## config.mk

```make
export PLATFORM = sky130hd
export DESIGN_NAME = amp_protection_state_machine
export DESIGN_NICKNAME = d
export VERILOG_FILES = /design/src/rtl/apsm_pkg.sv /design/src/rtl/amp_protection_state_machine.sv /design/src/rtl/apsm_cfg.sv /design/src/rtl/apsm_core.sv
export VERILOG_INCLUDE_DIRS = /design/src /design/src/rtl
export SDC_FILE = /design/constraint.sdc
export NUM_CORES = 1
export LEC_CHECK = 0
export BUFFER_PORTS_ARGS = -buffer_cell sky130_fd_sc_hd__buf_2
export CORE_MARGIN = 2
export CORE_UTILIZATION = 51
export DETAILED_ROUTE_END_ITERATION = 10
export GPL_TIMING_DRIVEN = 0
export PLACE_DENSITY = 0.81
export SLEW_MARGIN = 40
export SYNTH_ARGS = -nofsm -noshare
export SYNTH_HDL_FRONTEND = slang
export SYNTH_HIERARCHICAL = 1
export SYNTH_SLANG_ARGS = --single-unit
export TNS_END_PERCENT = 10
```

## constraint.sdc

```tcl
create_clock -name clk -period 2.55 [get_ports clk]
set_input_delay 0.51 -clock clk [delete_from_list [all_inputs] [get_ports clk]]
set_output_delay 0.51 -clock clk [all_outputs]
set_load 0.05 [all_outputs]
```

## src/rtl/assert_macros.svh

```systemverilog
// ----------------------------------------------------------------------------
// assert_macros
// Assertion macros used by the amplifier supervisor top-level rtl file.
// ----------------------------------------------------------------------------
`ifndef ASSERT_MACROS_SVH
`define ASSERT_MACROS_SVH

// checked on every rising edge outside reset
`define APSM_ASSERT(label, prop, msg) \
  label: assert property (@(posedge clk) disable iff (rst) prop) else $error(msg);

// checked on every rising edge, reset included
`define APSM_ASSERT_ALWAYS(label, prop, msg) \
  label: assert property (@(posedge clk) prop) else $error(msg);

`endif

```

## src/rtl/apsm_pkg.sv

```systemverilog
// ----------------------------------------------------------------------------
// apsm_pkg
// Types, codes and widths shared by the amplifier supervisor modules.
// ----------------------------------------------------------------------------
`default_nettype none

package apsm_pkg;

  localparam int TEMP_W = 16;
  localparam int THR_W = 16;
  localparam int CMP_W = (TEMP_W > THR_W) ? TEMP_W : THR_W;

  // beat layouts
  localparam int CMD_W = 3;
  localparam int S_BITS = 7 + TEMP_W;
  localparam int S_DATA_W = ((S_BITS + 7) / 8) * 8;
  localparam int M_BITS = 14 + TEMP_W;
  localparam int M_DATA_W = ((M_BITS + 7) / 8) * 8;

  localparam int CFG_IDX_W = 2;
  localparam int CFG_DATA_W = THR_W;

  localparam logic signed [THR_W-1:0] WARN_RESET = THR_W'(1280);
  localparam logic signed [THR_W-1:0] SHUT_RESET = THR_W'(1520);

  typedef logic signed [CMP_W-1:0] cmp_t;

  typedef enum logic [CMD_W-1:0] {
    CMD_START  = 3'd0,
    CMD_STOP   = 3'd1,
    CMD_MUTE   = 3'd2,
    CMD_UNMUTE = 3'd3,
    CMD_POLL   = 3'd4
  } cmd_e;

  typedef enum logic [2:0] {
    MODE_OFF        = 3'd0,
    MODE_STARTING   = 3'd1,
    MODE_READY      = 3'd2,
    MODE_MUTED      = 3'd3,
    MODE_PROTECTION = 3'd4,
    MODE_OVERHEATED = 3'd5,
    MODE_FAULT      = 3'd6
  } mode_e;

  typedef enum logic [1:0] {
    STAT_OK        = 2'd0,
    STAT_DENIED    = 2'd1,
    STAT_MUTE_ERR  = 2'd2,
    STAT_TEMP_ERR  = 2'd3
  } status_e;

  typedef enum logic [CFG_IDX_W-1:0] {
    REG_WARN   = 2'd0,
    REG_SHUT   = 2'd1,
    REG_EVENTS = 2'd2
  } reg_e;

  typedef struct packed {
    cmd_e                     cmd;
    logic                     power_on_ok;
    logic                     mute_line_ok;
    logic                     flags_valid;
    logic                     fault_flag;
    logic                     protection_flag;
    logic                     clipping_flag;
    logic                     temp_valid;
    logic signed [TEMP_W-1:0] temperature;
  } item_t;

  typedef struct packed {
    mode_e mode;
    logic  warned;
    logic  no_amp_hw;
    logic  mute_level;
    logic  power_level;
  } state_t;

  typedef struct packed {
    logic signed [THR_W-1:0] warn_threshold;
    logic signed [THR_W-1:0] shutdown_threshold;
    logic                    events_enabled;
  } cfg_t;

  typedef struct packed {
    status_e                  status;
    mode_e                    amp_state;
    logic                     mute_line;
    logic                     power_line;
    logic                     dac_direct;
    logic                     healthy;
    logic                     evt_fault;
    logic                     evt_protection;
    logic                     evt_clipping;
    logic                     evt_overheat;
    logic                     evt_temp_warning;
    logic signed [TEMP_W-1:0] temperature_out;
  } result_t;

endpackage

`default_nettype wire

```

## src/rtl/amp_protection_state_machine.sv

```systemverilog
// ----------------------------------------------------------------------------
// amp_protection_state_machine
// Amplifier supervisor: start, stop, mute, unmute and poll commands drive a
// seven-state amplifier state with thermal and fault protection.
// ----------------------------------------------------------------------------
// One command beat is accepted every clock while the result side keeps taking
// its beats. An accepted beat is held in the input register, and the
// supervisor state and the result register are updated from it when it
// advances, so its result beat is presented from the result register. The rate
// of one beat per clock is set by the state update loop, a single pass of
// compares and selection through the core logic. When the result side holds
// off, the input register keeps its beat and s_tready drops once it is full.
// Configuration writes are always accepted and take effect on the following
// cycle; change them only while no beat is in flight.
`default_nettype none
`include "assert_macros.svh"

module amp_protection_state_machine (
  input  wire logic                            clk,
  input  wire logic                            rst,
  // command beats
  input  wire logic                            s_tvalid,
  output logic                                 s_tready,
  // power_on_ok, mute_line_ok, flags_valid, fault_flag, protection_flag,
  // clipping_flag, temp_valid, temperature, zero pad
  input  wire logic [apsm_pkg::S_DATA_W-1:0]   s_tdata,
  // cmd
  input  wire logic [apsm_pkg::CMD_W-1:0]      s_tuser,
  // result beats
  output logic                                 m_tvalid,
  input  wire logic                            m_tready,
  // status, amp_state, mute_line, power_line, dac_direct, healthy, evt_fault,
  // evt_protection, evt_clipping, evt_overheat, evt_temp_warning,
  // temperature_out, zero pad
  output logic [apsm_pkg::M_DATA_W-1:0]        m_tdata,
  // register writes
  input  wire logic                            cfg_valid,
  output logic                                 cfg_ready,
  input  wire logic [apsm_pkg::CFG_IDX_W-1:0]  cfg_index,
  input  wire logic [apsm_pkg::CFG_DATA_W-1:0] cfg_data
);
  import apsm_pkg::*;

  cfg_t    cfg;
  item_t   item_in;
  item_t   item;
  logic    in_valid;
  logic    advance;
  state_t  st;
  state_t  st_next;
  result_t res;

  apsm_cfg u_cfg (
    .clk       (clk),
    .rst       (rst),
    .cfg_valid (cfg_valid),
    .cfg_ready (cfg_ready),
    .cfg_index (cfg_index),
    .cfg_data  (cfg_data),
    .cfg       (cfg)
  );

  assign item_in.cmd             = cmd_e'(s_tuser);
  assign item_in.power_on_ok     = s_tdata[0];
  assign item_in.mute_line_ok    = s_tdata[1];
  assign item_in.flags_valid     = s_tdata[2];
  assign item_in.fault_flag      = s_tdata[3];
  assign item_in.protection_flag = s_tdata[4];
  assign item_in.clipping_flag   = s_tdata[5];
  assign item_in.temp_valid      = s_tdata[6];
  assign item_in.temperature     = s_tdata[7 +: TEMP_W];

  // input register moves on when the result register is free or draining
  assign advance  = in_valid && (!m_tvalid || m_tready);
  assign s_tready = !in_valid || advance;

  always_ff @(posedge clk) begin
    if (rst) begin
      in_valid <= 1'b0;
    end else if (s_tready) begin
      in_valid <= s_tvalid;
    end
  end

  always_ff @(posedge clk) begin
    if (s_tready && s_tvalid) begin
      item <= item_in;
    end
  end

  apsm_core u_core (
    .item    (item),
    .st      (st),
    .cfg     (cfg),
    .st_next (st_next),
    .res     (res)
  );

  always_ff @(posedge clk) begin
    if (rst) begin
      st.mode        <= MODE_OFF;
      st.warned      <= 1'b0;
      st.no_amp_hw   <= 1'b0;
      st.mute_level  <= 1'b0;
      st.power_level <= 1'b0;
    end else if (advance) begin
      st <= st_next;
    end
  end

  always_ff @(posedge clk) begin
    if (rst) begin
      m_tvalid <= 1'b0;
    end else if (advance) begin
      m_tvalid <= 1'b1;
    end else if (m_tready) begin
      m_tvalid <= 1'b0;
    end
  end

  // status in the lowest bits, temperature_out on top
  always_ff @(posedge clk) begin
    if (advance) begin
      m_tdata <= M_DATA_W'({res.temperature_out, res.evt_temp_warning, res.evt_overheat,
                            res.evt_clipping, res.evt_protection, res.evt_fault,
                            res.healthy, res.dac_direct, res.power_line, res.mute_line,
                            res.amp_state, res.status});
    end
  end

  // dac-direct is never left once entered
  `APSM_ASSERT(a_dac_sticky, st.no_amp_hw |=> st.no_amp_hw, "dac-direct flag cleared")
  // every item that leaves the input register shows up as a result beat
  `APSM_ASSERT(a_advance_out, advance |=> m_tvalid, "result beat lost")
  // a pending item never overtakes a result beat that is still held
  `APSM_ASSERT(a_no_overwrite, m_tvalid && !m_tready |-> !advance,
    "result beat overwritten")
  // event pulses only leave while events are enabled
  `APSM_ASSERT(a_evt_gate,
    advance && !cfg.events_enabled |=>
      m_tdata[13:9] == 5'b00000,
    "event pulse with events disabled")
  `APSM_ASSERT_ALWAYS(a_rst_idle, rst |=> !m_tvalid && !in_valid,
    "beats held across reset")

endmodule

`default_nettype wire

```

## src/rtl/apsm_cfg.sv

```systemverilog
// ----------------------------------------------------------------------------
// apsm_cfg
// Threshold and event enable registers, written over the configuration port.
// ----------------------------------------------------------------------------
`default_nettype none

module apsm_cfg (
  input  wire logic                           clk,
  input  wire logic                           rst,
  input  wire logic                           cfg_valid,
  output logic                                cfg_ready,
  input  wire logic [apsm_pkg::CFG_IDX_W-1:0]  cfg_index,
  input  wire logic [apsm_pkg::CFG_DATA_W-1:0] cfg_data,
  output apsm_pkg::cfg_t                      cfg
);
  import apsm_pkg::*;

  assign cfg_ready = 1'b1;

  always_ff @(posedge clk) begin
    if (rst) begin
      cfg.warn_threshold     <= WARN_RESET;
      cfg.shutdown_threshold <= SHUT_RESET;
      cfg.events_enabled     <= 1'b1;
    end else if (cfg_valid) begin
      case (reg_e'(cfg_index))
        REG_WARN:   cfg.warn_threshold     <= THR_W'(cfg_data);
        REG_SHUT:   cfg.shutdown_threshold <= THR_W'(cfg_data);
        REG_EVENTS: cfg.events_enabled     <= cfg_data[0];
        default: ;
      endcase
    end
  end

endmodule

`default_nettype wire

```

## src/rtl/apsm_core.sv

```systemverilog
// ----------------------------------------------------------------------------
// apsm_core
// Next-state and result logic for one command item.
// ----------------------------------------------------------------------------
`default_nettype none

module apsm_core (
  input  apsm_pkg::item_t   item,
  input  apsm_pkg::state_t  st,
  input  apsm_pkg::cfg_t    cfg,
  output apsm_pkg::state_t  st_next,
  output apsm_pkg::result_t res
);
  import apsm_pkg::*;

  logic  poll_live;
  logic  fault_take;
  logic  prot_take;
  mode_e mid_mode;
  logic  mid_mute;
  cmp_t  temp_c;
  logic  over_shut;
  logic  over_warn;
  logic  refused;

  assign poll_live = (item.cmd == CMD_POLL) && !st.no_amp_hw;

  // flag stage of a poll, fault wins over protection
  assign fault_take = item.flags_valid && item.fault_flag && (st.mode != MODE_FAULT);
  assign prot_take  = item.flags_valid && !fault_take && item.protection_flag &&
                      (st.mode != MODE_PROTECTION) && (st.mode != MODE_FAULT);
  assign mid_mode   = fault_take ? MODE_FAULT : (prot_take ? MODE_PROTECTION : st.mode);
  assign mid_mute   = st.mute_level | fault_take | prot_take;

  assign temp_c    = cmp_t'(item.temperature);
  assign over_shut = temp_c >= cmp_t'(cfg.shutdown_threshold);
  assign over_warn = temp_c >= cmp_t'(cfg.warn_threshold);
  assign refused   = st.mode inside {MODE_FAULT, MODE_OVERHEATED, MODE_PROTECTION};

  always_comb begin
    st_next = st;
    case (item.cmd)
      CMD_START: begin
        if (!item.power_on_ok) begin
          st_next.no_amp_hw = 1'b1;
          st_next.mode      = MODE_READY;
        end else begin
          st_next.power_level = 1'b1;
          st_next.mute_level  = 1'b1;
          st_next.mode        = MODE_STARTING;
        end
      end
      CMD_STOP: begin
        if (!st.no_amp_hw) begin
          st_next.mute_level  = 1'b1;
          st_next.power_level = 1'b0;
        end
        st_next.mode = MODE_OFF;
      end
      CMD_MUTE: begin
        if (!st.no_amp_hw && item.mute_line_ok) begin
          st_next.mute_level = 1'b1;
          if (st.mode inside {MODE_READY, MODE_STARTING}) begin
            st_next.mode = MODE_MUTED;
          end
        end
      end
      CMD_UNMUTE: begin
        if (!st.no_amp_hw && !refused && item.mute_line_ok) begin
          st_next.mute_level = 1'b0;
          st_next.mode       = MODE_READY;
        end
      end
      CMD_POLL: begin
        if (!st.no_amp_hw) begin
          st_next.mode       = mid_mode;
          st_next.mute_level = mid_mute;
          if (item.temp_valid) begin
            if (over_shut) begin
              if (mid_mode != MODE_OVERHEATED) begin
                st_next.mute_level = 1'b1;
                st_next.mode       = MODE_OVERHEATED;
              end
            end else if (over_warn) begin
              st_next.warned = 1'b1;
            end else begin
              st_next.warned = 1'b0;
              if (mid_mode == MODE_OVERHEATED) begin
                st_next.mode = MODE_MUTED;
              end
            end
          end
        end
      end
      default: ;
    endcase
  end

  always_comb begin
    res.status = STAT_OK;
    case (item.cmd)
      CMD_MUTE: begin
        if (!st.no_amp_hw && !item.mute_line_ok) begin
          res.status = STAT_MUTE_ERR;
        end
      end
      CMD_UNMUTE: begin
        if (!st.no_amp_hw) begin
          if (refused) begin
            res.status = STAT_DENIED;
          end else if (!item.mute_line_ok) begin
            res.status = STAT_MUTE_ERR;
          end
        end
      end
      CMD_POLL: begin
        if (!st.no_amp_hw && !item.temp_valid) begin
          res.status = STAT_TEMP_ERR;
        end
      end
      default: ;
    endcase

    res.amp_state  = st_next.mode;
    res.mute_line  = st_next.mute_level;
    res.power_line = st_next.power_level;
    res.dac_direct = st_next.no_amp_hw;
    res.healthy    = st_next.mode != MODE_FAULT;

    res.evt_fault        = cfg.events_enabled && poll_live && fault_take;
    res.evt_protection   = cfg.events_enabled && poll_live && prot_take;
    res.evt_clipping     = cfg.events_enabled && poll_live && item.flags_valid &&
                           item.clipping_flag;
    res.evt_overheat     = cfg.events_enabled && poll_live && item.temp_valid &&
                           over_shut && (mid_mode != MODE_OVERHEATED);
    res.evt_temp_warning = cfg.events_enabled && poll_live && item.temp_valid &&
                           !over_shut && over_warn && !st.warned;

    res.temperature_out = (poll_live && item.temp_valid) ? item.temperature : '0;
  end

endmodule

`default_nettype wire

```

==> metrics.md <==
| Metric | Value |
|---|---|
| Failing checks | setup timing |
| Internal power | between 2 and 3 mW |
| Initial core utilization | 52.0% |
| PD cells | 562 mW/mm^2 |
| DR WL/cell | ~15 um |
| Compound-Gate Fraction of Synth Area | 8.61% |
| R2R cell count | 10 |
| Flops & latches, synth | 98 |
| Status | complete, but fails checks |
| Ys flop type | edfxtp_1 |
| Die Y | around 100 um |
| Period utilization | 103% |
| Fin nets | between 600 and 700 |
| Maximum capacitance violations | 0 |
| Placed insts | 692 |
| Synth Area in Simple Gates | 18.5% |
| Main combinational cell family by area after synthesis | simple AND/OR/NAND/NOR gates |
| GRT overflow | 0 |
| Nature of the critical path startpoint | flip-flop |
| Routed vias/inst | 5.24 |
| Drt pass-1 iters | 5 |
| Final core utilization | 62.7% |
| P_sw | 0.886 mW |
| CTS sink count | 98 |
| Yosys top cell by area | edfxtp_1 |
| Critical Path RT | approximately 2.9 ns |
| Fillers | 827 |
| Ys Warns | 6 |
| HP Start | s_tdata[5] |
| First-pass GRT wire length | around 17000 um |
| Share of layout cells above drive strength 1 | 24.5% |
| Clk Latency, worst-skew pair | 0.37 ns |
| Sequential power share | 52.8% |
| # DRC | 0 |
| Final wirelength | around 11000 um |
| CTS buffer count | 9 |
| Synth Instances | about 480 |
| Top-area cell type share of the netlist area | 33.5% |
| Synth cell types | 58 |
| Synth Area in XOR/XNOR | 0% |
| Clk_skew | roughly 0.010 ns |
| 1st-iter DRT viols | 199 |
| Clock-pin slew on the worst setup and hold paths | roughly 0.090 ns |
| Setup slack after layout | -0.0768 ns |
| Unrepaired setup endpoints after global routing | yes |
| GR Util All Layers | 21.3% |
| Slew @ Worst Pin | slightly below 0.6 ns |
| Fin. max-slew vios | 0 |
| Flop2flop setup slack | -0.08 ns |
| Clock root buffer | clkbuf_8 |
| Ys async rst share | 0% |
| Io pins | 85 |
| Final hold vios | 0 |
| Clk pwr share | a little under a third |
| Switching Fraction | 26.1% |
| Hold slack | about 0.31 ns |
| CTS Buffer Depth | 2 |
| Final setup violation count | 3 |
| CP Class | reg -> reg |
| Largest net degree at the start of global routing | 38 |
| Reg2Reg Capture Point | st[5]$_SDFFE_PP0P_ |
| H-tree depth | 3 |
| Register area share after synthesis | 50.3% |
| Antenna violations before repair | 0 |
| FP Rows | 36 |
| DIE AREA | 0.0106 sq mm |
| Post-synthesis mux area share | between 7 and 8% |
| EDFF count, synth | 56 |
| Peak VDD IR | around 0.27 mV |
| Post-Synth Adder-Cell Area | 7.98% |
| Final Non-Filler Cells | about 700 |
| Synthesized area per cell | 10.5 sq um |
| Ant diodes | 0 |
| IO Port Bufs | 80 |
| Hold EP | item[17]$_DFFE_PP_ |
| Critical path fanouts, max | 3 |
| Period minus WS final | 2.63 ns |
| Routed Antenna Nets | 0 |
| Area of the multi-input gates | 0.00232 sq mm |
| Comb power frac | 15.8% |
| DP HPWL | 8250 um |
| Synth area leaders | edfxtp_1, dfxtp_1, ha_1 |
| CP endpoint kind | flip-flop |
| Synthesized area | 0.00501 sq mm |
| Vias in the first global route | 3541 |
| Die Span X | 103 um |
| FF/Latch Area | between 0.002 and 0.003 sq mm |
| Leak Pwr | 2.54 nW |
| GPL Wtd Cong | approximately 0.85 |
| Via Count | 3760 |
| Reg2Reg Launch Point | item[13]$_DFFE_PP_ |
| Worst Hold Path Cells | 1 |
| Post-place setup slack | -0.349 ns |
| Area grow syn2layout | 20.4% |
| Fmax | between 300 and 400 MHz |
| Slew margin rel. | 60.1% |
| Crit path arrival time | 2.93 ns |
| Final TNS setup | -0.207 ns |
| CTS tree | built |
| Worst hold path type | in -> reg |
| Core ar. | 0.00964 sq mm |
cells in the final DEF (no fill, tap or decap), drive strengths merged, types with 4 or more instances in the layout:
| master | Yosys | layout |
|---|---|---|
| buf | 16 | 106 |
| nand2 | 22 | 22 |
| nor2 | 40 | 40 |
| mux2i | 40 | 40 |
| dfxtp | 42 | 42 |
| o21ai | 14 | 14 |
| clkbuf | 14 | 25 |
| edfxtp | 56 | 56 |
| nor2b | 4 | 4 |
| nand2b | 57 | 57 |
| ha | 32 | 32 |
| inv | 43 | 43 |
| a31oi | 5 | 5 |
| and3 | 16 | 16 |
| nand4 | 5 | 5 |
| a21oi | 17 | 17 |
| nand3 | 5 | 5 |
worst max path at each step:
stage                                       to             startpoint  cells past startpoint  slack, ns
after floorplan              item[0]$_DFFE_PP_  m_tvalid$_SDFFE_PP0P_                      2       0.13
after CTS                   st[5]$_SDFFE_PP0P_     item[14]$_DFFE_PP_                     10      -0.04
final                       st[5]$_SDFFE_PP0P_     item[13]$_DFFE_PP_                     10      -0.08
after global routing        st[5]$_SDFFE_PP0P_     item[15]$_DFFE_PP_                     10      -0.21
after detailed placement  m_tdata[8]$_DFFE_PP_      item[0]$_DFFE_PP_                      9      -0.35
after global placement       item[4]$_DFFE_PP_               m_tready                      3      -0.51
metal layers:
layer	GRT usage [%]	share of wire [%]	vias to the layer above
li1	-	-	1864
met5	0	0	-
met3	4.00	4.8	23
met1	26.7	44	1775
met2	36.5	49	98
met4	8.20	2.4	0
cell usage after synthesis, types with 2 or more instances:
cell       number
nand2b_1       57
edfxtp_1       56
dfxtp_1        42
inv_1          42
mux2i_1        40
nor2_1         40
ha_1           32
nand2_1        22
a21oi_1        17
and3_1         16
clkbuf_1       14
o21ai_0        13
buf_4          10
a31oi_1         5
buf_2           5
nand3_1         5
nand4_1         4
a2111oi_0       3
nor3_1          3
o21a_1          3
o31ai_1         3
a21o_1          2
a221o_1         2
and2_1          2
conb_1          2
nand3b_1        2
nor2b_1         2
nor4_1          2
or2_2           2
registers in the layout, summed over array words and instances, names as in the netlist:
register and cells:
item 26, m_tvalid 1, st 7, in_valid 1
u_cfg/cfg 33, m_tdata 30
area by class of cell:
| type | instances | share of cell area, % |
|---|---|---|
| sequential | 98 | 41.8 |
| clock buffer | 11 | 2.18 |
| clock inverter | 5 | 1.31 |
| inverter | 43 | 2.67 |
| tap | 133 | 2.76 |
| buffer | 30 | 2.71 |
| timing repair buffer | 90 | 8.20 |
| multi-input combinational | 307 | 38.4 |
critical path, stage by stage (launching register included):
cell	delay (ns)
edfxtp_1	0.48
ha_4	0.33
nand4_4	0.12
nor4_4	0.31
o21ai_2	0.11
nand4_1	0.11
or4b_4	0.48
a211oi_4	0.31
buf_4	0.15
nand2b_1	0.05
mux2i_1	0.11
cell families (layout without fill, tap and decap cells):
kind of cell	after synthesis	after routing
AO/OA/AOI/OAI	64	64
adder cells (fa/ha/maj)	32	32
buffers and inverters	73	179
flip-flops	98	98
multiplexers	40	40
other	2	3
AND/OR/NAND/NOR	168	168
metrics by stage:
step / cell area [sq um] / total power [mW]
floorplan: 5020 / 2.16
global placement: 5590 / 2.29
detailed placement: 5620 / 2.32
CTS: 5980 / 3.40
global route: 6040 / 3.53
finish: 6040 / 3.39
power by group through the flow:
| stage | clock network, mW | logic (mW) | registers, mW |
|---|---|---|---|
| after global placement | 0 | 0.467 | 1.83 |
| after floorplan | 0 | 0.263 | 1.90 |
| after CTS | 1.08 | 0.523 | 1.79 |
| after global routing | 1.14 | 0.586 | 1.80 |
| final | 1.06 | 0.537 | 1.79 |
| after detailed placement | 0 | 0.492 | 1.83 |
what timing repair did:
item	in CTS	in global routing
endpoints found under the setup margin	7	9
gates resized for setup	13	7
hold buffers	0	0
buffers inserted	6	3
pin swaps	7	11
Power figures use the tool's default switching activity.
